<file path="src/design/sgs_pkg.sv">
// package for the spatial sir grid step unit
// grid geometry, codes, shared types and the long division digit step
// no dependencies
package sgs_pkg;

   localparam int GRID_SIDE  = 16;
   localparam int CELLS      = GRID_SIDE * GRID_SIDE;
   localparam int ADDR_W     = $clog2(CELLS);
   localparam int FEED_LAST  = CELLS + GRID_SIDE;
   localparam int FEED_W     = $clog2(FEED_LAST + 1);
   localparam int TAPS       = 2 * GRID_SIDE + 2;
   localparam int POPULATION = 500;
   localparam int VAL_W      = 24;
   localparam int REC_W      = 28;
   localparam int CSR_W      = 16;
   localparam int PHI_W      = 13;
   localparam logic [PHI_W-1:0] PHI_ONE = 13'd4096;
   localparam logic [VAL_W-1:0] VAL_MAX = '1;

   typedef enum logic [1:0] {
      OP_WRITE = 2'd0,
      OP_STEP  = 2'd1,
      OP_READ  = 2'd2,
      OP_NONE  = 2'd3
   } op_type;

   typedef enum logic [1:0] {
      CSR_R0    = 2'd0,
      CSR_RATE  = 2'd1,
      CSR_PHI   = 2'd2,
      CSR_STEPH = 2'd3
   } csr_type;

   typedef enum logic [2:0] {
      ST_IDLE = 3'b001,
      ST_READ = 3'b010,
      ST_STEP = 3'b100
   } state_type;

   typedef struct packed {
      logic [PHI_W-1:0] phi;
      logic [31:0]      c_inf;
      logic [31:0]      k_rec;
   } coef_type;

   typedef struct packed {
      logic [ADDR_W-1:0] addr;
      logic [VAL_W-1:0]  s;
      logic [VAL_W-1:0]  i;
      logic [VAL_W-1:0]  r;
      logic [REC_W-1:0]  rec;
   } carry_type;

   // eight restoring division steps, returns {remainder, quotient byte}
   function automatic logic [16:0] div8(logic [8:0] rem_in, logic [7:0] digits,
                                        logic [8:0] divisor);
      logic [9:0] tmp;
      logic [8:0] rem;
      logic [7:0] q;
      rem = rem_in;
      q   = '0;
      for (int b = 7; b >= 0; b--) begin
         tmp = {rem, digits[b]};
         if (tmp >= {1'b0, divisor}) begin
            tmp  = tmp - {1'b0, divisor};
            q[b] = 1'b1;
         end
         rem = tmp[8:0];
      end
      return {rem, q};
   endfunction

endpackage

</file>
<file path="src/design/sgs_cell.sv">
// one link of the infected snapshot chain
// holds one I value and passes it on when the chain shifts; uses sgs_pkg
module sgs_cell (
   input  logic                     clock,
   input  logic                     shift,
   input  logic [sgs_pkg::VAL_W-1:0] d,
   output logic [sgs_pkg::VAL_W-1:0] q
);
   import sgs_pkg::*;

   logic [VAL_W-1:0] val_ff;

   always_ff @(posedge clock) begin
      if (shift) begin
         val_ff <= d;
      end
   end

   assign q = val_ff;
endmodule

</file>
<file path="src/design/sgs_window.sv">
// moore neighbourhood window built from a chain of sgs_cell links
// gives the eight neighbour I values and their edge mask; uses sgs_pkg
module sgs_window (
   input  logic                       clock,
   input  logic                       shift,
   input  logic [sgs_pkg::VAL_W-1:0]  new_val,
   input  logic [sgs_pkg::ADDR_W-1:0] center,
   output logic [7:0][sgs_pkg::VAL_W-1:0] nbr,
   output logic [7:0]                 nbr_mask,
   output logic [sgs_pkg::VAL_W-1:0]  center_i
);
   import sgs_pkg::*;

   logic [TAPS-1:0][VAL_W-1:0] tap;
   logic [TAPS:0][VAL_W-1:0]   w;
   logic top, bot, lft, rgt;

   assign w[0] = new_val;

   for (genvar k = 0; k < TAPS; k++) begin : g_chain
      sgs_cell u_cell (
         .clock (clock),
         .shift (shift),
         .d     (w[k]),
         .q     (tap[k])
      );
      assign w[k+1] = tap[k];
   end

   always_comb begin
      top = (center / GRID_SIDE) != 0;
      bot = (center / GRID_SIDE) != ADDR_W'(GRID_SIDE - 1);
      lft = (center % GRID_SIDE) != 0;
      rgt = (center % GRID_SIDE) != ADDR_W'(GRID_SIDE - 1);
      nbr[0] = w[0];
      nbr[1] = w[1];
      nbr[2] = w[2];
      nbr[3] = w[GRID_SIDE];
      nbr[4] = w[GRID_SIDE + 2];
      nbr[5] = w[2 * GRID_SIDE];
      nbr[6] = w[2 * GRID_SIDE + 1];
      nbr[7] = w[2 * GRID_SIDE + 2];
      nbr_mask[0] = bot & rgt;
      nbr_mask[1] = bot;
      nbr_mask[2] = bot & lft;
      nbr_mask[3] = rgt;
      nbr_mask[4] = lft;
      nbr_mask[5] = top & rgt;
      nbr_mask[6] = top;
      nbr_mask[7] = top & lft;
   end

   assign center_i = w[GRID_SIDE + 1];
endmodule

</file>
<file path="config.mk">
export PLATFORM = sky130hd
export DESIGN_NAME = sgs_window
export DESIGN_NICKNAME = d
export VERILOG_FILES = /design/src/design/sgs_pkg.sv /design/src/design/sgs_cell.sv /design/src/design/sgs_window.sv
export SDC_FILE = /design/constraint.sdc
export NUM_CORES = 1
export LEC_CHECK = 0
export ABC_AREA = 1
export BUFFER_PORTS_ARGS = -buffer_cell sky130_fd_sc_hd__buf_2
export CORE_MARGIN = 2
export CORE_UTILIZATION = 30
export DETAILED_ROUTE_END_ITERATION = 7
export HOLD_SLACK_MARGIN = 0.08
export MAX_ROUTING_LAYER = met4
export SYNTH_ARGS = -nofsm -noshare
export SYNTH_HDL_FRONTEND = slang
export SYNTH_SLANG_ARGS = --single-unit
</file>
<file path="constraint.sdc">
create_clock -name clock -period 1.1 [get_ports clock]
set_clock_uncertainty 0.05 [all_clocks]
set_input_delay 0.055 -clock clock [delete_from_list [all_inputs] [get_ports clock]]
set_output_delay 0.055 -clock clock [all_outputs]
set_load 0.02 [all_outputs]
</file>
==> metrics.md, run 1 <==
| Metric | Value |
|---|---|
| Synth warnings | 0 |
| Pwr per Cell Area | approximately 2000 mW/mm² |
| CP top delay family | buffers and inverters |
| H-tree levels | 3 |
| Fin worst setup slack | -0.283 ns |
| Port Buffers | 257 |
| Crit path DAT | 1.65 ns |
| Type of origin of the critical path | input port |
| Largest register FFs | 816 |
| Avg Synthesized Cell Area | 28.5 µm² |
| Worst-case headroom to the max-slew limit | around three fifths |
| Synthesized cell area | 0.0248 mm² |
| Switching pwr | 13.7 mW |
| CTS root buffer | clkbuf_16 |
| Area leader, netlist | edfxtp_1 |
| Seq pwr share | 54.6% |
| Ports | about 260 |
| Vias/cell | 3.89 |
| #FFs+latches synth | 816 |
| Synth top area share | 98.8% |
| Chip Width | a little under 300 µm |
| Sw frac | 20.3% |
| Worst-case clock buffer depth | 3 |
| Unrepaired setup endpoints after global routing | true |
| HPWL after DPL | 19.2 mm |
| Post-Syn Nets | 903 |
| TritonRoute pass-1 iters | 4 |
| Initial detailed-routing violation count | 614 |
| Detailed Route WL | 36.2 mm |
| Leak | around 12 nW |
| First-pass GRT wire length | 53.8 mm |
| Initial Util | 30.3% |
| Crit-path cells | buf_8 > buf_12 > dlygate4sd3_1 > buf_4 |
| DR vias | between 9000 and 10000 |
| Total die area | 0.0850 mm² |
| Largest net degree at the start of global routing | 60 |
| CTS buffer count | 86 |
| Worst Hold Class | input port to flip-flop |
| Worst Setup SP | shift |
| Failing checks | negative hold slack, negative setup slack |
| Vias in the first global route | a little under 10000 |
| GP Congestion | 0.756 |
| Final period util | 126% |
| Synth cell types | 5 |
| Crit. End Element | flip-flop |
| Status | complete, but fails checks |
| Post-synth top cells | edfxtp_1, buf_4, nand2_1 |
| Critical path class | input port to flip-flop |
| Synth Instances | approximately 870 |
| Max IR drop VDD | between 0.001 and 0.0015 V |
| Ys flop type | edfxtp_1 |
| Power Internal | around 54 mW |
| Post-synth EDFFs | 816 |
| DR WL/cell | approximately 14 µm |
| Fillers | 7218 |
| Die Y | 292 µm |
| Power share of the combinational group | 4.3% |
| Core Area | between 0.08 and 0.09 mm² |
| TritonCTS clock tree | done |
| Worst slack, placed | -0.111 ns |
| Reg2reg start | g_chain[17].u_cell.q[7] |
| Critical path's slowest cell | dlygate4sd3_1 |
| Setup violations, final | 495 |
| Antenna violations before repair | 1 |
| Fraction of layout cells with a size suffix above 1 | 35.9% |
| Seq/Total Area, Yosys | between 90% and 100% |
| Final min period | 1.38 ns |
| Layout area overhead | 32.3% |
| Top-count cell post-synth | edfxtp_1 |
| Multi-input logic area | 67.6 µm² |
| Achievable Freq | 723 MHz |
| Share of the core filled with cells | 40.0% |
| Clk_lat worst skew | approximately 0.62 ns |
| Maxcap violations | 0 |
| Biggest cell delay along the critical path | 0.94 ns |
| Worst hold start | shift |
| Hold slack | -0.0913 ns |
| Clock sink count | 816 |
| CP bufs+invs | 4 |
| Asr flop ratio synth | 0% |
| Total grt overflow | 0 |
| Gr usage total | 8.29% |
| CTS clk-pin slew, worst paths | 0.06 ns |
| DRT antenna net count | 0 |
| DRC violation count after routing | 0 |
| Clock power share | roughly 41% |
| CP required | 1.37 ns |
| Row count | ~110 |
| Synth top area cells | edfxtp_1, buf_4, nand2_1 |
| Total Nets Final | 1413 |
| Final Hold Fails | 122 |
| Reg area | 0.0245 mm² |
| Actual slew at the worst max-slew pin | 0.571 ns |
| CP max FO | 10 |
| Max-slew violations | 0 |
| Diodes inserted | 0 |
## worst paths after layout
check,end,slack (ns),cells after the start
worst min register to register,g_chain[10].u_cell.q[4],0.36,0
worst min-delay path,g_chain[3].u_cell.q[9],-0.09,2
worst max-delay path,g_chain[25].u_cell.q[13],-0.28,4
worst max register to register,g_chain[18].u_cell.q[7],0.10,2
## metrics by stage
stage | setup TNS, ns | total power, mW | hold slack, ns | area, µm² | instances
global route | -117.54 | 70.2 | -0.111 | 32800 | 2513
global placement | -8.44 | 39.3 | 0.193 | 27700 | 2210
detailed placement | -15.30 | 39.5 | 0.195 | 27700 | 2210
floorplan | 0 | 37.9 | 0.104 | 24800 | 869
CTS | -62.17 | 68.5 | -0.127 | 32300 | 2477
finish | -89.42 | 67.4 | -0.0913 | 32800 | 2513
## layer usage
layer	vias to the layer above	GRT usage, %	share of wire (%)	routed length [µm]
li1	4532	-	-	-
met1	4840	10.1	43	15600
met2	308	12.4	46	16700
met3	99	2.83	6.5	2370
met4	0	4.12	4.3	1540
met5	-	-	0	0
## layout by cell type (no fill, tap or decap)
| cell | n |
|---|---|
| bufinv_16 | 7 |
| nor2_1 | 7 |
| clkbuf_1 | 14 |
| buf_8 | 1 |
| clkinv_2 | 12 |
| inv_1 | 7 |
| inv_6 | 5 |
| clkinvlp_4 | 4 |
| buf_6 | 176 |
| buf_12 | 16 |
| buf_2 | 80 |
| dlygate4sd3_1 | 52 |
| edfxtp_1 | 816 |
| clkbuf_16 | 87 |
| clkinv_4 | 2 |
| buf_4 | 125 |
| inv_16 | 3 |
| clkinv_1 | 18 |
| nand2_1 | 11 |
## worst reg2reg max path, stage by stage, from the launching register on
cell	delay [ns]
edfxtp_1	0.42
buf_4	0.16
buf_4	0.13
## final cells by class
| cell class | instances | share of cell area (%) |
|---|---|---|
| Multi-Input combinational cell | 18 | 0.206 |
| Clock inverter | 51 | 1.49 |
| Timing Repair Buffer | 450 | 12.7 |
| Inverter | 7 | 0.0800 |
| Clock buffer | 101 | 6.79 |
| Sequential cell | 816 | 74.6 |
| Tap cell | 1070 | 4.08 |
## cell families after synthesis
family                 synth area share, %
buffers and inverters                0.953
flip-flops                            98.8
AND/OR/NAND/NOR                      0.272
## repair_timing
action	in CTS	in global routing
resized for setup	278	74
buffers inserted	67	32
hold endpoints to repair	507	253
endpoints found under the setup margin	192	293
hold buffers	48	7
## power groups by stage
stage / clock network [mW] / logic, mW / registers [mW]
global route: 30.1 / 3.05 / 37.0
CTS: 28.9 / 2.70 / 36.8
detailed placement: 0 / 2.03 / 37.4
global placement: 0 / 1.97 / 37.3
floorplan: 0 / 0.166 / 37.8
finish: 27.7 / 2.87 / 36.8
Power figures use the tool's default switching activity.
==> run 2: changes to the inputs <==
--- a/config.mk
+++ b/config.mk
@@ -5,7 +5,6 @@
 export SDC_FILE = /design/constraint.sdc
 export NUM_CORES = 1
 export LEC_CHECK = 0
-export ABC_AREA = 1
 export BUFFER_PORTS_ARGS = -buffer_cell sky130_fd_sc_hd__buf_2
 export CORE_MARGIN = 2
 export CORE_UTILIZATION = 30
==> metrics.md, run 2 <==
| Metric | Value |
|---|---|
| Status | complete, but fails checks (unchanged) |
| Failing checks | negative setup slack (was negative hold slack, negative setup slack) |
| Synth top area share | 98.8% (about the same) |
| H-tree levels | 3 (unchanged) |
| Biggest cell delay along the critical path | 0.51 ns (was 0.94 ns) |
| Total Nets Final | 1390 (was 1413) |
| Seq/Total Area, Yosys | 98.8% (about the same) |
| Grt peak-use layer | met2 (unchanged) |
| Achievable Freq | 703 MHz (was 723 MHz) |
| Worst-case clock buffer depth | 3 (unchanged) |
| Vias/cell | 3.90 (was 3.89) |
| Crit path to | center_i[22] (was g_chain[25].u_cell.q[13]) |
| GP Congestion | 0.702 (was 0.756) |
| Antenna violations before repair | 2 (was 1) |
| Total die area | 0.0850 mm² (about the same) |
| Reg2Reg Depth | 2 (unchanged) |
| Clk_lat worst skew | 0.61 ns (was 0.62 ns) |
| Largest register FFs | 816 (unchanged) |
| Clock power share | 41.1% (about the same) |
| Synth top area cells | edfxtp_1, buf_4, nor4_4 (was edfxtp_1, buf_4, nand2_1) |
| Synth cell types | 8 (was 5) |
| Reg2Reg Capture Point | g_chain[17].u_cell.q[11] (was g_chain[18].u_cell.q[7]) |
| Setup violations, final | 213 (was 495) |
| Critical path's slowest cell | edfxtp_1 (was dlygate4sd3_1) |
| Commonest non-fill, non-tap cell in the layout | edfxtp_1 (unchanged) |
| Core Area | 0.0820 mm² (unchanged) |
| Critical path class | flip-flop to output port (was input port to flip-flop) |
| Worst slack, placed | -0.0328 ns (was -0.111 ns) |
| Commonest cells after routing, fill and taps aside | edfxtp_1, buf_6, buf_4 (unchanged) |
| Ports | 258 (unchanged) |
| Crit. End Element | output port (was flip-flop) |
| Worst R2R Setup Slack | 0.05 ns (was 0.10 ns) |
| M3 GR Usage | 3.11% (was 2.83%) |
| TritonCTS clock tree | done (unchanged) |
| Power Internal | 53.9 mW (was 53.8 mW) |
| Actual slew at the worst max-slew pin | 0.408 ns (was 0.571 ns) |
| Worst Setup SP | g_chain[16].u_cell.q[22] (was shift) |
| Worst-case headroom to the max-slew limit | 72.8% (was 61.8%) |
| CP max FO | 2 (was 10) |
| Post-synth top cells | edfxtp_1, buf_4, inv_1, nor2_1 (was edfxtp_1, buf_4, nand2_1) |
| Final period util | 129% (was 126%) |
| CTS buffer count | 83 (was 86) |
| Power share of the combinational group | 4.2% (was 4.3%) |
| Largest net degree at the start of global routing | 70 (was 60) |
| CP required | 1.00 ns (was 1.37 ns) |
| Synthesized cell area | 0.0248 mm² (about the same) |
| Gr usage total | 8.11% (was 8.29%) |
| Final min period | 1.42 ns (was 1.38 ns) |
| DRT antenna net count | 0 (unchanged) |
| Pwr per Cell Area | 2050 mW/mm² (about the same) |
| #FFs+latches synth | 816 (unchanged) |
| Chip Width | 291 µm (was 292 µm) |
| Clock sink count | 816 (unchanged) |
| Reg2reg start | g_chain[16].u_cell.q[11] (was g_chain[17].u_cell.q[7]) |
| Vias in the first global route | 9924 (was 9879) |
| Seq pwr share | 54.7% (was 54.6%) |
| Crit path DAT | 1.32 ns (was 1.65 ns) |
| Switching pwr | 13.4 mW (was 13.7 mW) |
| First-pass GRT wire length | 52.5 mm (was 53.8 mm) |
| Row count | 105 (unchanged) |
| Type of origin of the critical path | flip-flop (was input port) |
| M1 GR Usage | 9.45% (was 10.1%) |
| Die Y | 291 µm (was 292 µm) |
| TritonRoute pass-1 iters | 4 (unchanged) |
| Fillers | 7187 (was 7218) |
| CTS root buffer | clkbuf_16 (unchanged) |
| Initial Util | 30.2% (was 30.3%) |
| DR vias | 9714 (was 9779) |
| Area leader, netlist | edfxtp_1 (unchanged) |
| Avg Synthesized Cell Area | 29.0 µm² (was 28.5 µm²) |
| CP top delay family | flip-flops (was buffers and inverters) |
| Post-Syn Nets | 890 (was 903) |
| HPWL after DPL | 19.5 mm (was 19.2 mm) |
| Maxcap violations | 0 (unchanged) |
| Critical path depth | 1 (was 4) |
| Final Hold Fails | 0 (was 122) |
| Layout area overhead | 32.1% (was 32.3%) |
| Initial detailed-routing violation count | 580 (was 614) |
| Max-slew violations | 0 (unchanged) |
| CTS clk-pin slew, worst paths | 0.06 ns (about the same) |
| Share of the core filled with cells | 40.0% (about the same) |
| Post-synth EDFFs | 816 (unchanged) |
| DRC violation count after routing | 0 (unchanged) |
| Leak | 11.7 nW (about the same) |
| Fraction of layout cells with a size suffix above 1 | 36.9% (was 35.9%) |
| Asr flop ratio synth | 0% (unchanged) |
| DR WL/cell | 14.1 µm (was 14.4 µm) |
| Ys flop type | edfxtp_1 (unchanged) |
| Top-count cell post-synth | edfxtp_1 (unchanged) |
| Crit-path cells | buf_6 (was buf_8 > buf_12 > dlygate4sd3_1 > buf_4) |
| Met2 usage | 12.2% (was 12.4%) |
| CP bufs+invs | 1 (was 4) |
| Fin worst setup slack | -0.322 ns (was -0.283 ns) |
| Total grt overflow | 0 (unchanged) |
| Port Buffers | 257 (unchanged) |
| Synth Instances | 856 (was 869) |
| Max IR drop VDD | 0.00120 V (was 0.00123 V) |
| Worst Hold Class | input port to flip-flop (unchanged) |
| Sw frac | 20.0% (was 20.3%) |
| Unrepaired setup endpoints after global routing | true (unchanged) |
| Synth warnings | 0 (unchanged) |
| Detailed Route WL | 35.2 mm (was 36.2 mm) |
[run 2: logic make-up (layout without fill, tap and decap cells)]
kind of cell	Yosys count	count (layout)	synth area share (%)
buffers and inverters	32	598	0.908
flip-flops	816	816	98.8
other	0	1	0
AND/OR/NAND/NOR	8	8	0.272
[run 2: area by class of cell]
class | instances | area (µm²) | share of cell area, %
clock inverter | 53 | 543 | 1.66
antenna | 1 | 2.50 | 0.00764
inverter | 4 | 15.0 | 0.0458
clock buffer | 98 | 2180 | 6.64
multi-input combinational | 8 | 67.6 | 0.206
timing repair buffer | 443 | 4120 | 12.6
sequential | 816 | 24500 | 74.8
tap | 1070 | 1340 | 4.09
[run 2: how the worst min path moves through the flow]
stage	depth (start not counted)	slack [ns]	start	endpoint
floorplan	0	0.10	new_val[0]	g_chain[0].u_cell.q[0]
global placement	1	0.19	new_val[11]	g_chain[0].u_cell.q[11]
detailed placement	1	0.20	new_val[6]	g_chain[0].u_cell.q[6]
CTS	2	0.08	new_val[13]	g_chain[0].u_cell.q[13]
global route	2	0.09	new_val[21]	g_chain[0].u_cell.q[21]
finish	2	0.13	new_val[13]	g_chain[0].u_cell.q[13]
[run 2: power by group through the flow]
stage	Sequential [mW]	Combinational (mW)	Clock, mW
final	36.9	2.83	27.6
after global routing	37.0	3.01	29.9
after CTS	36.9	2.67	28.7
after detailed placement	37.5	2.04	0
after global placement	37.3	1.98	0
after floorplan	37.8	0.158	0
[run 2: timing repair]
action,in CTS,in global routing
cloned,0,1
buffers inserted,57,33
resized for setup,279,68
endpoints found under the hold margin,595,0
setup endpoints to repair,192,249
hold buffers,42,0
[run 2: layer usage]
layer	up-vias	part of all wire, %
met1	4828	42
met5	-	0
li1	4476	-
met2	313	46
met4	0	4.2
met3	97	7.7
[run 2: metrics by stage]
stage | instances | cell area, µm² | hold slack, ns | power [mW] | TNS, ns
floorplan | 856 | 24800 | 0.104 | 37.9 | 0
global placement | 2208 | 27800 | 0.193 | 39.3 | 0
detailed placement | 2208 | 27800 | 0.195 | 39.5 | -2.21
CTS | 2458 | 32300 | 0.0805 | 68.2 | -43.35
global route | 2492 | 32800 | 0.0906 | 69.9 | -45.33
finish | 2493 | 32800 | 0.131 | 67.3 | -33.04
==> run 3: changes to the inputs <==
--- a/config.mk
+++ b/config.mk
@@ -11,6 +11,7 @@
 export DETAILED_ROUTE_END_ITERATION = 7
 export HOLD_SLACK_MARGIN = 0.08
 export MAX_ROUTING_LAYER = met4
+export SETUP_SLACK_MARGIN = 0.05
 export SYNTH_ARGS = -nofsm -noshare
 export SYNTH_HDL_FRONTEND = slang
 export SYNTH_SLANG_ARGS = --single-unit
==> metrics.md, run 3 (synthesis gave the netlist of run 2 again) <==
| Metric | Value |
|---|---|
| CP top delay family | flip-flops (unchanged) |
| Setup tns final | -33.05 ns (was -33.04 ns) |
| Critical path class | flip-flop to output port (unchanged) |
| Post-Layout Cell Count | 2497 (was 2493) |
| TritonRoute pass-1 iters | 4 (unchanged) |
| Power Internal | 53.9 mW (about the same) |
| Status | complete, but fails checks (unchanged) |
| Final Hold Fails | 0 (unchanged) |
| CTS root buffer | clkbuf_16 (unchanged) |
| Total grt overflow | 0 (unchanged) |
| HPWL after DPL | 19.5 mm (unchanged) |
| Achievable Freq | 704 MHz (was 703 MHz) |
| Max-slew violations | 0 (unchanged) |
| Clk_lat worst skew | 0.61 ns (about the same) |
| Unrepaired setup endpoints after global routing | true (unchanged) |
| Chip Width | 291 µm (unchanged) |
| CP required | 1.00 ns (about the same) |
| TritonCTS clock tree | done (unchanged) |
| Sw frac | 20.0% (about the same) |
| Final period util | 129% (about the same) |
| Worst-case clock buffer depth | 3 (unchanged) |
| Wl on met1 | 14.9 mm (was 14.8 mm) |
| Commonest non-fill, non-tap cell in the layout | edfxtp_1 (unchanged) |
| CP bufs+invs | 1 (unchanged) |
| Routed met3 length | 2.69 mm (was 2.70 mm) |
| Met2 WL | 16.4 mm (was 16.3 mm) |
| Layout area overhead | 32.7% (was 32.1%) |
| Maxcap violations | 0 (unchanged) |
| H-tree levels | 3 (unchanged) |
| Switching pwr | 13.5 mW (was 13.4 mW) |
| Detailed Route WL | 35.4 mm (was 35.2 mm) |
| Max IR drop VDD | 0.00120 V (about the same) |
| # placed instances | 2208 (unchanged) |
| Design Power | 67.4 mW (was 67.3 mW) |
| Fin worst setup slack | -0.321 ns (was -0.322 ns) |
| Crit-path cells | buf_6 (unchanged) |
| Core Area | 0.0820 mm² (unchanged) |
| DRC violation count after routing | 0 (unchanged) |
| Type of origin of the critical path | flip-flop (unchanged) |
| Total Nets Final | 1394 (was 1390) |
| Clock power share | 41.0% (was 41.1%) |
| Initial Util | 30.2% (unchanged) |
| CTS clk-pin slew, worst paths | 0.06 ns (about the same) |
| DR WL/cell | 14.2 µm (was 14.1 µm) |
| DR vias | 9724 (was 9714) |
| Vias in the first global route | 9924 (unchanged) |
| Leak | 11.7 nW (about the same) |
| CTS buffer count | 83 (unchanged) |
| Worst Hold Class | input port to flip-flop (unchanged) |
| GP Congestion | 0.702 (unchanged) |
| First-pass GRT wire length | 52.5 mm (unchanged) |
| Ports | 258 (unchanged) |
| Largest net degree at the start of global routing | 70 (unchanged) |
| Crit path DAT | 1.32 ns (about the same) |
| Initial detailed-routing violation count | 595 (was 580) |
| Biggest cell delay along the critical path | 0.51 ns (about the same) |
| Gr usage total | 8.11% (unchanged) |
| DR top layer | met4 (unchanged) |
| Clock sink count | 816 (unchanged) |
| Power share of the combinational group | 4.3% (was 4.2%) |
| Actual slew at the worst max-slew pin | 0.409 ns (was 0.408 ns) |
| Commonest cells after routing, fill and taps aside | edfxtp_1, buf_6, buf_4 (unchanged) |
| Crit. End Element | output port (unchanged) |
| Total die area | 0.0850 mm² (unchanged) |
| Seq pwr share | 54.7% (about the same) |
| Antenna violations before repair | 2 (unchanged) |
| Die Y | 291 µm (unchanged) |
| Largest register FFs | 816 (unchanged) |
| Final min period | 1.42 ns (about the same) |
| Setup violations, final | 192 (was 213) |
| Worst-case headroom to the max-slew limit | 72.8% (about the same) |
| Row count | 105 (unchanged) |
| Hold slack | 0.130 ns (was 0.131 ns) |
| Failing checks | negative setup slack (unchanged) |
| DRT antenna net count | 0 (unchanged) |
| Fraction of layout cells with a size suffix above 1 | 37.0% (was 36.9%) |
| Pwr per Cell Area | 2050 mW/mm² (about the same) |
| Critical path's slowest cell | edfxtp_1 (unchanged) |
| Vias/cell | 3.89 (was 3.90) |
| CP max FO | 2 (unchanged) |
| Port Buffers | 257 (unchanged) |
-- run 3: changes by cell type in the layout (fill, tap and decap cells not counted) --
cell	before	now
buf_12	16	12
buf_16	1	6
buf_4	124	122
buf_6	174	176
buf_8	1	0
clkbuf_16	86	89
dlymetal6s4s_1	0	1
-- run 3: area by class of cell --
cell class	instances	area [µm²]
repair buffers	447	4260
fillers	7172	49100
flip-flops and latches	816	24500
clock inverters	53	543
clock buffers	98	2180
well taps	1070	1340
inverters	4	15.0
multi-input cells	8	67.6
diodes	1	2.50
-- run 3: final timing paths --
check,end,cells after the start,start,slack [ns]
setup / recovery,center_i[22],1,g_chain[16].u_cell.q[22],-0.32
hold / removal,g_chain[0].u_cell.q[13],2,new_val[13],0.13
hold reg to reg,g_chain[19].u_cell.q[11],0,g_chain[18].u_cell.q[11],0.35
setup reg to reg,g_chain[17].u_cell.q[11],2,g_chain[16].u_cell.q[11],0.05
-- run 3: worst register-to-register path: cells and delay by family, from the launching register on --
| kind | cells | cell delay (ns) |
|---|---|---|
| flip-flops | 1 | 0.46 |
| buffers and inverters | 2 | 0.29 |
-- run 3: power by group through the flow --
| stage | logic [mW] | clock network [mW] | registers [mW] |
|---|---|---|---|
| after floorplan | 0.158 | 0 | 37.8 |
| after global placement | 1.98 | 0 | 37.3 |
| after detailed placement | 2.04 | 0 | 37.5 |
| after CTS | 2.67 | 28.7 | 36.9 |
| after global routing | 3.07 | 29.9 | 37.0 |
| final | 2.89 | 27.6 | 36.9 |
-- run 3: what timing repair did --
action	4_1_cts	5_1_grt
setup buffers	57	33
resized for setup	279	77
setup endpoints to repair	192	425
hold buffers	42	1
gates cloned	0	4
endpoints found under the hold margin	595	2
-- run 3: metrics by stage --
step	setup WS, ns	util, %	area [µm²]
floorplan	0.286	-	24800
global placement	0.0139	33.9	27800
detailed placement	-0.0328	33.9	27800
CTS	-0.389	39.4	32300
global route	-0.398	40.1	32900
finish	-0.321	40.1	32900
-- run 3: metal layers --
layer | global-route usage, % | vias up
met5 | - | -
met4 | 4.17 | 0
met3 | 3.11 | 97
met2 | 12.2 | 308
li1 | - | 4486
met1 | 9.45 | 4833
